===== config.mk =====
export PLATFORM = sky130hd
export DESIGN_NAME = gse_ctrl
export DESIGN_NICKNAME = d
export VERILOG_FILES = /design/src/hdl/gse_pkg.sv /design/src/hdl/gse_ctrl.sv
export SDC_FILE = /design/constraint.sdc
export NUM_CORES = 1
export LEC_CHECK = 0
export BUFFER_PORTS_ARGS = -buffer_cell sky130_fd_sc_hd__buf_2
export CAP_MARGIN = 20
export CELL_PAD_IN_SITES_DETAIL_PLACEMENT = 0
export CELL_PAD_IN_SITES_GLOBAL_PLACEMENT = 2
export CORE_MARGIN = 4
export CORE_UTILIZATION = 28
export DETAILED_ROUTE_END_ITERATION = 10
export MAX_ROUTING_LAYER = met4
export PLACE_DENSITY_LB_ADDON = 0.08
export SKIP_CTS_REPAIR_TIMING = 1
export SYNTH_ARGS = -nofsm -noshare
export SYNTH_HDL_FRONTEND = slang
export SYNTH_SLANG_ARGS = --single-unit
export TNS_END_PERCENT = 100

===== constraint.sdc =====
create_clock -name clk_i -period 1.7 [get_ports clk_i]
set_input_delay 0.085 -clock clk_i [delete_from_list [all_inputs] [get_ports clk_i]]
set_output_delay 0.085 -clock clk_i [all_outputs]
set_load 0.02 [all_outputs]

===== src/hdl/gse_pkg.sv =====
// Shared types and constants of the gray Sobel edge magnitude block.
// No dependencies; imported by every module of the block.
`timescale 1ns / 1ps
package gse_pkg;

  localparam int MaxWidth = 1024;
  localparam int ColW     = $clog2(MaxWidth);
  localparam int WidW     = 11;
  localparam int HgtW     = 12;
  localparam int RowW     = HgtW + 1;
  localparam int CntW     = 22;
  localparam int CfgW     = 12;
  localparam int SumW     = 21;

  localparam logic [0:0] RegWidth  = 1'b0;
  localparam logic [0:0] RegHeight = 1'b1;

  // Q0.16 luma weights
  localparam logic [16:0] GrayR = 17'd19661;
  localparam logic [16:0] GrayG = 17'd38666;
  localparam logic [16:0] GrayB = 17'd7209;

  localparam logic [SumW-1:0] SatSq = SumW'(65025);

  typedef enum logic [5:0] {
    ST_IDLE = 6'b000001,
    ST_LOAD = 6'b000010,
    ST_SQX  = 6'b000100,
    ST_SQY  = 6'b001000,
    ST_ROOT = 6'b010000,
    ST_DONE = 6'b100000
  } state_e;

  typedef struct packed {
    logic accept;
    logic load;
    logic sqx;
    logic sqy;
    logic root;
    logic push;
  } cmd_t;

  typedef struct packed {
    logic drop;
    logic emit;
    logic root_done;
    logic out_free;
  } sts_t;

endpackage


===== src/hdl/gse_ctrl.sv =====
// Sequencer of the edge magnitude block: accept, window load, squares, root, output.
// Depends on gse_pkg.
`timescale 1ns / 1ps
module gse_ctrl (
  input  logic          clk_i,
  input  logic          rst_ni,
  input  logic          s_axis_tvalid,
  output logic          s_axis_tready,
  input  gse_pkg::sts_t sts_i,
  output gse_pkg::cmd_t cmd_o
);
  import gse_pkg::*;

  state_e state_q, state_d;

  always_comb begin
    state_d = state_q;
    cmd_o   = '0;
    unique case (state_q)
      ST_IDLE: begin
        cmd_o.accept = s_axis_tvalid;
        if (s_axis_tvalid && !sts_i.drop) state_d = ST_LOAD;
      end
      ST_LOAD: begin
        cmd_o.load = 1'b1;
        state_d = sts_i.emit ? ST_SQX : ST_IDLE;
      end
      ST_SQX: begin
        cmd_o.sqx = 1'b1;
        state_d = ST_SQY;
      end
      ST_SQY: begin
        cmd_o.sqy = 1'b1;
        state_d = ST_ROOT;
      end
      ST_ROOT: begin
        cmd_o.root = 1'b1;
        if (sts_i.root_done) state_d = ST_DONE;
      end
      ST_DONE: begin
        if (sts_i.out_free) begin
          cmd_o.push = 1'b1;
          state_d = ST_IDLE;
        end
      end
      default: state_d = ST_IDLE;
    endcase
  end

  assign s_axis_tready = (state_q == ST_IDLE);

  always_ff @(posedge clk_i or negedge rst_ni) begin
    if (!rst_ni) begin
      state_q <= ST_IDLE;
    end else begin
      state_q <= state_d;
    end
  end

endmodule


======== Word-level counts from Yosys, hierarchy flattened ========
Cells that the tools add are included.
storage, ports and cells
  RAM bits ................................ 0
  ROM bits ................................ 0
  register bits after elaboration ......... 6
  word-level logic and storage cells ...... 25
  memories ................................ 0
  output and inout bits ................... 7
  bits of input ports ..................... 7
  bits in latches ......................... 0
operators by class
  add/subtract/negate cells ............... 0
  bitwise operators ....................... 0
  multipliers ............................. 0
  divide/modulo/power cells ............... 0
  shift-type cells ........................ 0
  mux-type cells .......................... 12
  equal/unequal tests ..................... 9
  $lt $le $gt $ge ......................... 0
  reductions and logical operators ........ 3
operators by type and width
  kind                                            count
  one-hot mux 6 bit (6 select lines)              1
  two-way mux 6 bit                               3
  two-way mux 1 bit                               7
  == test 6 x 1 -> 1 bit (second input constant)  1
  == test 6 x 2 -> 1 bit (second input constant)  1
  == test 6 x 3 -> 1 bit (second input constant)  1
  == test 6 x 4 -> 1 bit (second input constant)  1
  == test 6 x 5 -> 1 bit (second input constant)  1
  == test 6 bit (second input constant)           1
  != test 2 bit (second input constant)           2
  two-way mux 3 bit                               1
  AND reduction 3 bit                             1
  != test 2 x 1 -> 1 bit (second input constant)  1
  logical AND 1 bit                               1
  zero test 1 bit                                 1

======== Depth between registers and ports, before layout ========
Gate-level depths: netlist (run 1).
  depth after elaboration ................. 4
  gate-level depth with buffers ........... 5
  mapped depth without buffers ............ 4

======== Least setup slack after synthesis (run 1) ========
No wires, ideal clock.
  path type ............................... register -> register
  start ................................... register state_q[0]
  end ..................................... register state_q[4]
  library setup time ...................... 0.124 ns
  arrival ................................. 1.089 ns
  clock period less this slack ............ 1.213 ns
  buffers on the path ..................... 0
  data required time ...................... 1.576 ns
  cell stages (with the launch flop) ...... 4
  slack ................................... 0.487 ns
  cell sequence ........................... dfstp_2 -> nor2_1 -> and3_1 -> or2_1
on the way
  longest elaborated chain between the ends .. 3
  elaborated cells on any way between the ends .. 11
  classes of those cells .................. eq/ne: 9; mux: 1; reduce/logical: 1
ends and longest elaborated chain
  element                                                                          line            source
  from (decl)                                                                      gse_ctrl.sv:14  state_e state_q, state_d;
  from (signal assigned)                                                           gse_ctrl.sv:56  state_q <= state_d;
  == test 6 x 5 -> 1 bit (tied with other cells)                                   gse_ctrl.sv:19  unique case (state_q)
  != test 2 bit (no source line) / != test 2 x 1 -> 1 bit (equally long branches)  -
  AND reduction 3 bit (no source line)                                             -
Parallel ways exist; a longest one is shown, timed or not.
A chain may end at the register's enable or synchronous reset.

==> flow_summary_export.csv, run 1 <==
group,metric,value,unit
timing,whs,23.2,ps
die,die_y,46.3,um
layout,nets,69,
route,drtIter0Drc,3,
global_route,track_usage,11.4,%
place,gp_congestion,0.759,
yosys,synth_nets,52,
clock_tree,cts_buffer_depth,2,
yosys,synth_fa_ha_area_share,0,%
power,ir_worst_vdd,0.454,mV
die,die_w,46.3,um
yosys,synthSimpleGateAreaFrac,44.1,%
min_path,worstHoldEndpoint,"state_q[1]",
worst_setup_path,end_kind,"output port",
timing,max_freq,645,MHz
yosys,synth_cell_types,29,
route,drcViolationCount,0,
min_path,holdPathStages,2,
die,core,1350,um2
layout,largest-register,"state_q",
route,dr.pass1.iters,2,
worst_setup_path,crit_chain,"nor4_1 -> and4b_1 -> buf_2",
timing,timing.final.crit_share,91.2,%
yosys,synth_top_family_by_area,"simple AND/OR/NAND/NOR gates",
global_route,grt_remaining_overflow,0,
place,port_buffers,13,
place,dp_hpwl,788,um
yosys,syn_inst,45,
worst_setup_path,crit_slowest_cell,"dfrtp_1",
die,die_area,2150,um2
yosys,synthMuxAreaShare,0,%
timing,tightest_slew,381,ps
yosys,synth-compound-area-share,13.7,%
yosys,yosys_warnings,0,
timing,slew_headroom,74.6,%
yosys,synth-xor-area-share,2.13,%
timing,rsz0062_at_grt,"false",
layout,diodes,0,
route,vias,380,
clock_tree,cts_buffers,3,
worst_setup_path,arrival,1470,ps
worst_setup_path,cp_num_buf_inv,1,
clock_tree,clockRootBuffer,"clkbuf_4",
job,maxCapViolations,0,
yosys,ys_ff_latch,6,
worst_setup_path,r2r_setup_slack,430,ps
worst_setup_path,path_delay_family,"simple AND/OR/NAND/NOR gates",
route,wl_per_cell,13.1,um
layout,largest_reg_flops,6,
clock_tree,cts_tree,"built",
die,start_util,30.5,%
timing,tns,0,ps
place,place_ws,381,ps
timing,period_minus_slack,1550,ps
worst_setup_path,rr_worst_depth,4,
timing,setup_viol,0,
route,viasPerCell,5.00,
clock_tree,clock_latency,250,ps
layout,syn2layout_area_growth,26.7,%
timing,finalHoldViolCount,0,
worst_setup_path,path_max_fanout,6,
layout,fillers,149,
layout,layout-drive-gt1-share,34.4,%
yosys,avgSynthCellArea,9.15,um2
worst_setup_path,startpoint_type,"flip-flop",
layout,reg.largest.list,"state_q: 6 flops",
worst_setup_path,required,1620,ps
clock_tree,htree_levels,1,
power,p_leak,0.259,nW
worst_setup_path,r2r-start,"state_q[4]",
yosys,synth.cell_area,412,um2
power,p_per_area,1080,nW/um2
min_path,min_from,"sts_i[3]",
die,io_pins,14,
global_route,grt_start_max_net_pins,11,
global_route,antenna_found_initial,0,
status,status,"complete, no violations",
yosys,ys_seq_area_share,36.8,%
route,ant_nets,0,
worst_setup_path,critPathKind,"reg -> out",
worst_setup_path,r2r_end,"state_q[0]",
timing,slew_violations,0,
die,rows,13,
route,postRouteWirelength,996,um
timing,fin_skew,6.80,ps
global_route,grt_pass1_wl,1.58,mm
timing,setup_ws,149,ps
clock_tree,cts_sinks,6,
global_route,grt_pass1_vias,371,
worst_setup_path,cp_slowest_stage_delay,440,ps
clock_tree,path_clk_slew,40,ps
min_path,min_path_type,"in -> reg",
-- area by class of cell --
type	instances	area, um2	share of cell area [%]
multi-input combinational	36	246	47.2
clock buffer	4	26.3	5.04
sequential	6	151	29.0
timing repair buffer	14	75.1	14.4
inverter	1	3.75	0.719
tap	15	18.8	3.60
-- cells by family after synthesis --
logic type,Yosys count
AO/OA/AOI/OAI,9
XOR/XNOR,1
buffers and inverters,3
flip-flops,6
AND/OR/NAND/NOR,26
-- routing by layer --
metal | share of wire [%] | up-vias | GRT usage, %
met5 | 0 | - | -
met4 | 0 | 0 | 1.70
met3 | 7.0 | 0 | 7.03
met2 | 43 | 12 | 16.2
met1 | 50 | 172 | 13.8
li1 | - | 196 | -
-- metrics by stage --
stage	utilization, %	std cells	instance area (um2)	total power [mW]
after CTS	37.9	75	512	0.572
after global routing	38.6	76	522	0.614
after floorplan	-	45	412	0.361
after global placement	36.0	71	485	0.417
after detailed placement	36.0	71	485	0.423
final	38.6	76	522	0.562
-- worst reg2reg max path: cells and delay by family, from the launching register on --
kind | cells | cell delay, ps
AND/OR/NAND/NOR | 2 | 440
AO/OA/AOI/OAI | 2 | 250
flip-flops | 1 | 510
-- Yosys cell counts (all sizes together) --
library cell | n | area share [%]
or2 | 1 | 1.5
nor2b | 2 | 3.0
and2 | 2 | 3.0
nand3b | 1 | 1.8
a31oi | 1 | 1.5
a32oi | 1 | 2.1
and4b | 1 | 2.4
o31ai | 1 | 1.8
dfstp | 1 | 6.4
nand2 | 1 | 0.91
inv | 1 | 0.91
nor2 | 6 | 6.1
and3 | 3 | 5.8
nor3 | 3 | 6.4
nand2b | 1 | 1.5
a21oi | 1 | 1.2
o21ai | 5 | 7.0
or3b | 1 | 2.1
buf | 2 | 2.4
xor2 | 1 | 2.1
nor3b | 1 | 1.8
nor4 | 1 | 1.5
and4bb | 2 | 6.1
dfrtp | 5 | 30
-- worst max path at each step --
stage / depth (start not counted) / slack [ps] / from / endpoint
5_1_grt: 3 / 40 / state_q[1] / cmd_o[0]
4_1_cts: 3 / 110 / state_q[1] / cmd_o[0]
6_report: 3 / 150 / state_q[1] / cmd_o[0]
3_3_place_gp: 3 / 430 / state_q[1] / cmd_o[0]
2_1_floorplan: 3 / 490 / state_q[0] / state_q[4]
3_5_place_dp: 3 / 380 / state_q[1] / cmd_o[0]
-- power breakdown --
group	leakage, nW	internal (mW)	total [mW]	switching, mW
Sequential	0.0797	0.169	0.204	0.0342
Combinational	0.165	0.105	0.214	0.109
Clock	0.0150	0.0891	0.144	0.0551
Total	0.259	0.364	0.562	0.199
-- placed cells by master (no fill, tap or decap), drive strengths merged, types with 2 or more instances in the layout --
cell type	count
dfrtp	5
buf	13
nor3	3
and2	2
o21ai	5
nor2	6
and3	3
nor2b	2
and4bb	2
clkbuf	4
(Power assumes the default switching activity.)
==> run 2, diff against run 1 <==
--- a/config.mk
+++ b/config.mk
@@ -5,7 +5,7 @@
 export SDC_FILE = /design/constraint.sdc
 export NUM_CORES = 1
 export LEC_CHECK = 0
-export BUFFER_PORTS_ARGS = -buffer_cell sky130_fd_sc_hd__buf_2
+export BUFFER_PORTS_ARGS = -buffer_cell sky130_fd_sc_hd__buf_4
 export CAP_MARGIN = 20
 export CELL_PAD_IN_SITES_DETAIL_PLACEMENT = 0
 export CELL_PAD_IN_SITES_GLOBAL_PLACEMENT = 2
==> constraint.sdc (replaced) <==
create_clock -name clk_i -period 1.8 [get_ports clk_i]
set_input_delay 0.09 -clock clk_i [delete_from_list [all_inputs] [get_ports clk_i]]
set_output_delay 0.09 -clock clk_i [all_outputs]
set_load 0.02 [all_outputs]
==> flow_summary_export.csv, run 2 (synthesis gave the netlist of run 1 again) <==
group,metric,value,unit
status,status,"complete, no violations",
layout,layout-drive-gt1-share,34.4,%
global_route,grt_remaining_overflow,0,
route,vias,380,
layout,reg.largest.list,"state_q: 6 flops",
timing,finalHoldViolCount,0,
worst_setup_path,critPathKind,"reg -> out",
timing,rsz0062_at_grt,"false",
layout,final_common_cell,"buf_4",
timing,fin_skew,6.79,ps
place,gp_congestion,0.751,
die,io_pins,14,
layout,final_util,41.1,%
layout,fillers,151,
clock_tree,htree_levels,1,
route,postRouteWirelength,940,um
die,start_util,30.5,%
worst_setup_path,required,1710,ps
worst_setup_path,rr_worst_depth,4,
layout,mostFrequentLayoutCells,"buf_4 (13), nor2_1 (5), dfrtp_1 (5), o21ai_0 (3), clkbuf_4 (3)",
power,ir_worst_vdd,0.454,mV
clock_tree,path_clk_slew,60,ps
timing,slew_headroom,78.1,%
global_route,grt_start_max_net_pins,11,
layout,nets,69,
power,power,0.556,mW
min_path,holdPathStages,2,
route,wl_per_cell,12.4,um
power,p_leak,0.265,nW
place,dp_hpwl,724,um
global_route,grt_pass1_wl,1.57,mm
timing,tightest_slew,328,ps
timing,period_minus_slack,1530,ps
route,ant_nets,0,
die,die_area,2150,um2
die,core,1350,um2
route,drcViolationCount,0,
layout,largest-register,"state_q",
global_route,grt_pass1_vias,374,
die,rows,13,
power,p_per_area,1000,nW/um2
layout,diodes,0,
timing,tns,0,ps
worst_setup_path,startpoint_type,"flip-flop",
die,die_w,46.3,um
place,port_buffers,13,
clock_tree,cts_buffer_depth,2,
clock_tree,cts_buffers,3,
timing,slew_violations,0,
global_route,antenna_found_initial,0,
worst_setup_path,end_kind,"output port",
min_path,min_path_type,"in -> reg",
clock_tree,cts_sinks,6,
global_route,track_usage,11.1,%
clock_tree,clock_latency,260,ps
route,drtIter0Drc,9,
worst_setup_path,r2r-start,"state_q[4]",
worst_setup_path,arrival,1440,ps
route,viasPerCell,5.00,
route,dr.pass1.iters,4,
die,die_y,46.3,um
worst_setup_path,setup.worst_path.start,"state_q[4]",
layout,syn2layout_area_growth,34.7,%
clock_tree,clockRootBuffer,"clkbuf_4",
clock_tree,cts_tree,"built",
layout,final_cell_area,554,um2
min_path,min_from,"sts_i[3]",
timing,max_freq,653,MHz
job,maxCapViolations,0,
worst_setup_path,path_max_fanout,10,
layout,largest_reg_flops,6,
timing,timing.final.crit_share,85.0,%
place,postPlaceCellArea,518,um2
timing,setup_viol,0,
run 2: cell count changes in the layout (fill, tap and decap cells not counted):
| cell | change |
|---|---|
| buf_2 | -13 |
| buf_4 | +13 |
run 2: stage by stage:
stage               hold WS (ps)  worst slack [ps]  cells
floorplan                   -206               582     45
global placement           -95.6               534     71
detailed placement         -96.8               547     71
CTS                         -377               255     75
global route                12.4               168     76
finish                      5.95               269     76
run 2: per-layer routing:
| metal | track usage [%] | part of all wire (%) | vias to the layer above |
|---|---|---|---|
| met4 | 6.82 | 2.4 | 0 |
| met1 | 13.1 | 49 | 170 |
| li1 | - | - | 194 |
| met5 | - | 0 | - |
| met3 | 3.52 | 6.7 | 3 |
| met2 | 16.2 | 42 | 13 |
run 2: final cells by class:
class | instances | area [um2] | area share [%]
Clock buffer | 4 | 26.3 | 4.74
Inverter | 1 | 3.75 | 0.677
Multi-Input combinational cell | 36 | 246 | 44.5
Sequential cell | 6 | 151 | 27.3
Tap cell | 15 | 18.8 | 3.39
Timing Repair Buffer | 14 | 108 | 19.4
run 2: critical path, cell delays in order, from the launching register on:
cell and delay, ps:
dfrtp_1 490, nor3_4 200, and3_4 230, and2_1 120, buf_4 130
run 2: report_power, final:
group | leakage (nW) | internal (mW) | switching [mW]
clock | 0.0150 | 0.0848 | 0.0614
sequential | 0.0797 | 0.160 | 0.0326
combinational | 0.171 | 0.115 | 0.102
total | 0.265 | 0.360 | 0.196
run 2: final timing paths:
path                       slack [ps]          to
setup / recovery                  270    cmd_o[5]
hold / removal                      6  state_q[1]
setup reg to reg                  550  state_q[0]
hold reg to reg                   680  state_q[3]
max in group asynchronous        1420  state_q[0]
min in group asynchronous         170  state_q[2]
==> run 3, diff against run 2 <==
--- a/config.mk
+++ b/config.mk
@@ -5,13 +5,15 @@
 export SDC_FILE = /design/constraint.sdc
 export NUM_CORES = 1
 export LEC_CHECK = 0
+export ABC_AREA = 1
 export BUFFER_PORTS_ARGS = -buffer_cell sky130_fd_sc_hd__buf_4
 export CAP_MARGIN = 20
 export CELL_PAD_IN_SITES_DETAIL_PLACEMENT = 0
 export CELL_PAD_IN_SITES_GLOBAL_PLACEMENT = 2
 export CORE_MARGIN = 4
-export CORE_UTILIZATION = 28
+export CORE_UTILIZATION = 25
 export DETAILED_ROUTE_END_ITERATION = 10
+export GPL_TIMING_DRIVEN = 0
 export MAX_ROUTING_LAYER = met4
 export PLACE_DENSITY_LB_ADDON = 0.08
 export SKIP_CTS_REPAIR_TIMING = 1
==> flow_summary_export.csv, run 3 <==
group,metric,value,unit
yosys,synth_common_cells,"inv_1 (14), nor2_1 (10), nand3_1 (7), dfrtp_1 (5), nand2_1 (4)",
timing,fin_skew,6.77,ps
yosys,yosys_warnings,0,
die,die_y,47.9,um
layout,reg.largest.list,"state_q: 6 flops",
job,maxCapViolations,0,
worst_setup_path,required,1710,ps
yosys,synthArstFlopShare,100,%
die,die_w,47.9,um
route,wl_per_cell,9.61,um
worst_setup_path,arrival,1310,ps
yosys,ys_seq_area_share,38.1,%
yosys,synth_top_cell_area_share,31.4,%
clock_tree,clockRootBuffer,"clkbuf_4",
place,postPlaceCellArea,515,um2
timing,finalHoldViolCount,0,
timing,period_minus_slack,1400,ps
global_route,antenna_found_initial,0,
yosys,synth_nets,62,
die,rows,14,
power,power,0.681,mW
timing,rsz0062_at_grt,"false",
layout,syn2layout_area_growth,38.7,%
min_path,min_path_type,"in -> reg",
layout,final_common_cell,"inv_1",
route,drtIter0Drc,3,
timing,slew_headroom,83.0,%
route,viasPerCell,4.24,
power,p_per_area,1230,nW/um2
timing,max_freq,713,MHz
clock_tree,clock_latency,250,ps
clock_tree,cts_sinks,6,
global_route,track_usage,8.84,%
worst_setup_path,end_kind,"output port",
global_route,grt_remaining_overflow,0,
timing,timing.final.crit_share,77.9,%
layout,largest_reg_flops,6,
layout,final_cell_area,552,um2
place,gp_congestion,0.649,
timing,tns,0,ps
global_route,grt_pass1_vias,329,
power,ir_worst_vdd,0.671,mV
route,drcViolationCount,0,
yosys,synth_cell_types,16,
route,postRouteWirelength,855,um
timing,setup_viol,0,
clock_tree,cts_tree,"built",
power,p_leak,0.357,nW
worst_setup_path,critPathKind,"reg -> out",
yosys,yosys.area.top_type,"dfrtp_1",
timing,tightest_slew,254,ps
route,vias,377,
layout,layout-drive-gt1-share,37.0,%
die,die_area,2290,um2
yosys,yosysMostFrequentCell,"inv_1",
layout,nets,81,
place,port_buffers,13,
worst_setup_path,path_max_fanout,4,
worst_setup_path,startpoint_type,"flip-flop",
place,place_ws,571,ps
layout,final_util,36.6,%
die,core,1510,um2
yosys,ys_top_cells_by_area,"dfrtp_1 (31%), inv_1 (13%), nor2_1 (9.4%), nand3_1 (8.8%), dfstp_2 (6.6%)",
layout,mostFrequentLayoutCells,"inv_1 (14), buf_4 (13), nor2_1 (10), nand3_1 (7), dfrtp_1 (5)",
timing,whs,66.8,ps
timing,setup_ws,398,ps
layout,instances_no_fill,89,
yosys,syn_inst,55,
route,dr.pass1.iters,4,
route,ant_nets,0,
worst_setup_path,r2r_setup_slack,550,ps
clock_tree,cts_buffer_depth,2,
yosys,ys_ff_latch,6,
clock_tree,cts_buffers,3,
yosys,ys.flop_type,"dfrtp_1",
yosys,synth.cell_area,398,um2
status,status,"complete, no violations",
global_route,grt_start_max_net_pins,7,
global_route,grt_pass1_wl,1.37,mm
timing,slew_violations,0,
die,start_util,26.4,%
yosys,synth_edf_count,0,
clock_tree,htree_levels,1,
place,dp_hpwl,679,um
clock_tree,path_clk_slew,50,ps
layout,diodes,0,
die,io_pins,14,
place,placedCellCount,84,
layout,largest-register,"state_q",
yosys,avgSynthCellArea,7.23,um2
==> run 3: layout make-up <==
type	instances	area, um2
timing repair buffer	14	108
inverter	16	60.1
fill	160	955
sequential	6	151
clock buffer	4	26.3
tap	16	20.0
multi-input combinational	33	186
==> run 3: where the power goes <==
group | switching [mW] | internal, mW
clock | 0.0516 | 0.0842
sequential | 0.0286 | 0.173
combinational | 0.204 | 0.139
total | 0.284 | 0.397
==> run 3: kinds of logic after synthesis <==
group                  after synthesis  share of synthesized area (%)
and+or+nand+nor                     30                           41.5
buffers and inverters               16                           15.1
AOI/OAI and AO/OA                    3                           5.35
DFF                                  6                           38.1
==> run 3: final timing paths <==
kind                             from         end  cells past startpoint
setup / recovery           state_q[0]    cmd_o[5]                      5
hold / removal               sts_i[2]  state_q[2]                      3
setup reg to reg           state_q[0]  state_q[0]                      8
hold reg to reg            state_q[1]  state_q[1]                      3
max in group asynchronous      rst_ni  state_q[0]                      2
min in group asynchronous      rst_ni  state_q[3]                      2
==> run 3: worst max-delay path, stage by stage (launching register included) <==
cell     delay, ps
dfstp_2        540
inv_1           60
nor2_2          80
nand3_2        130
nor2_1         120
buf_4          150
==> run 3: layer usage <==
| metal | routed length [um] | GRT usage (%) |
|---|---|---|
| met2 | 363 | 12.4 |
| met3 | 76 | 3.38 |
| met1 | 414 | 11.4 |
| met5 | 0 | - |
| met4 | 0 | 3.23 |
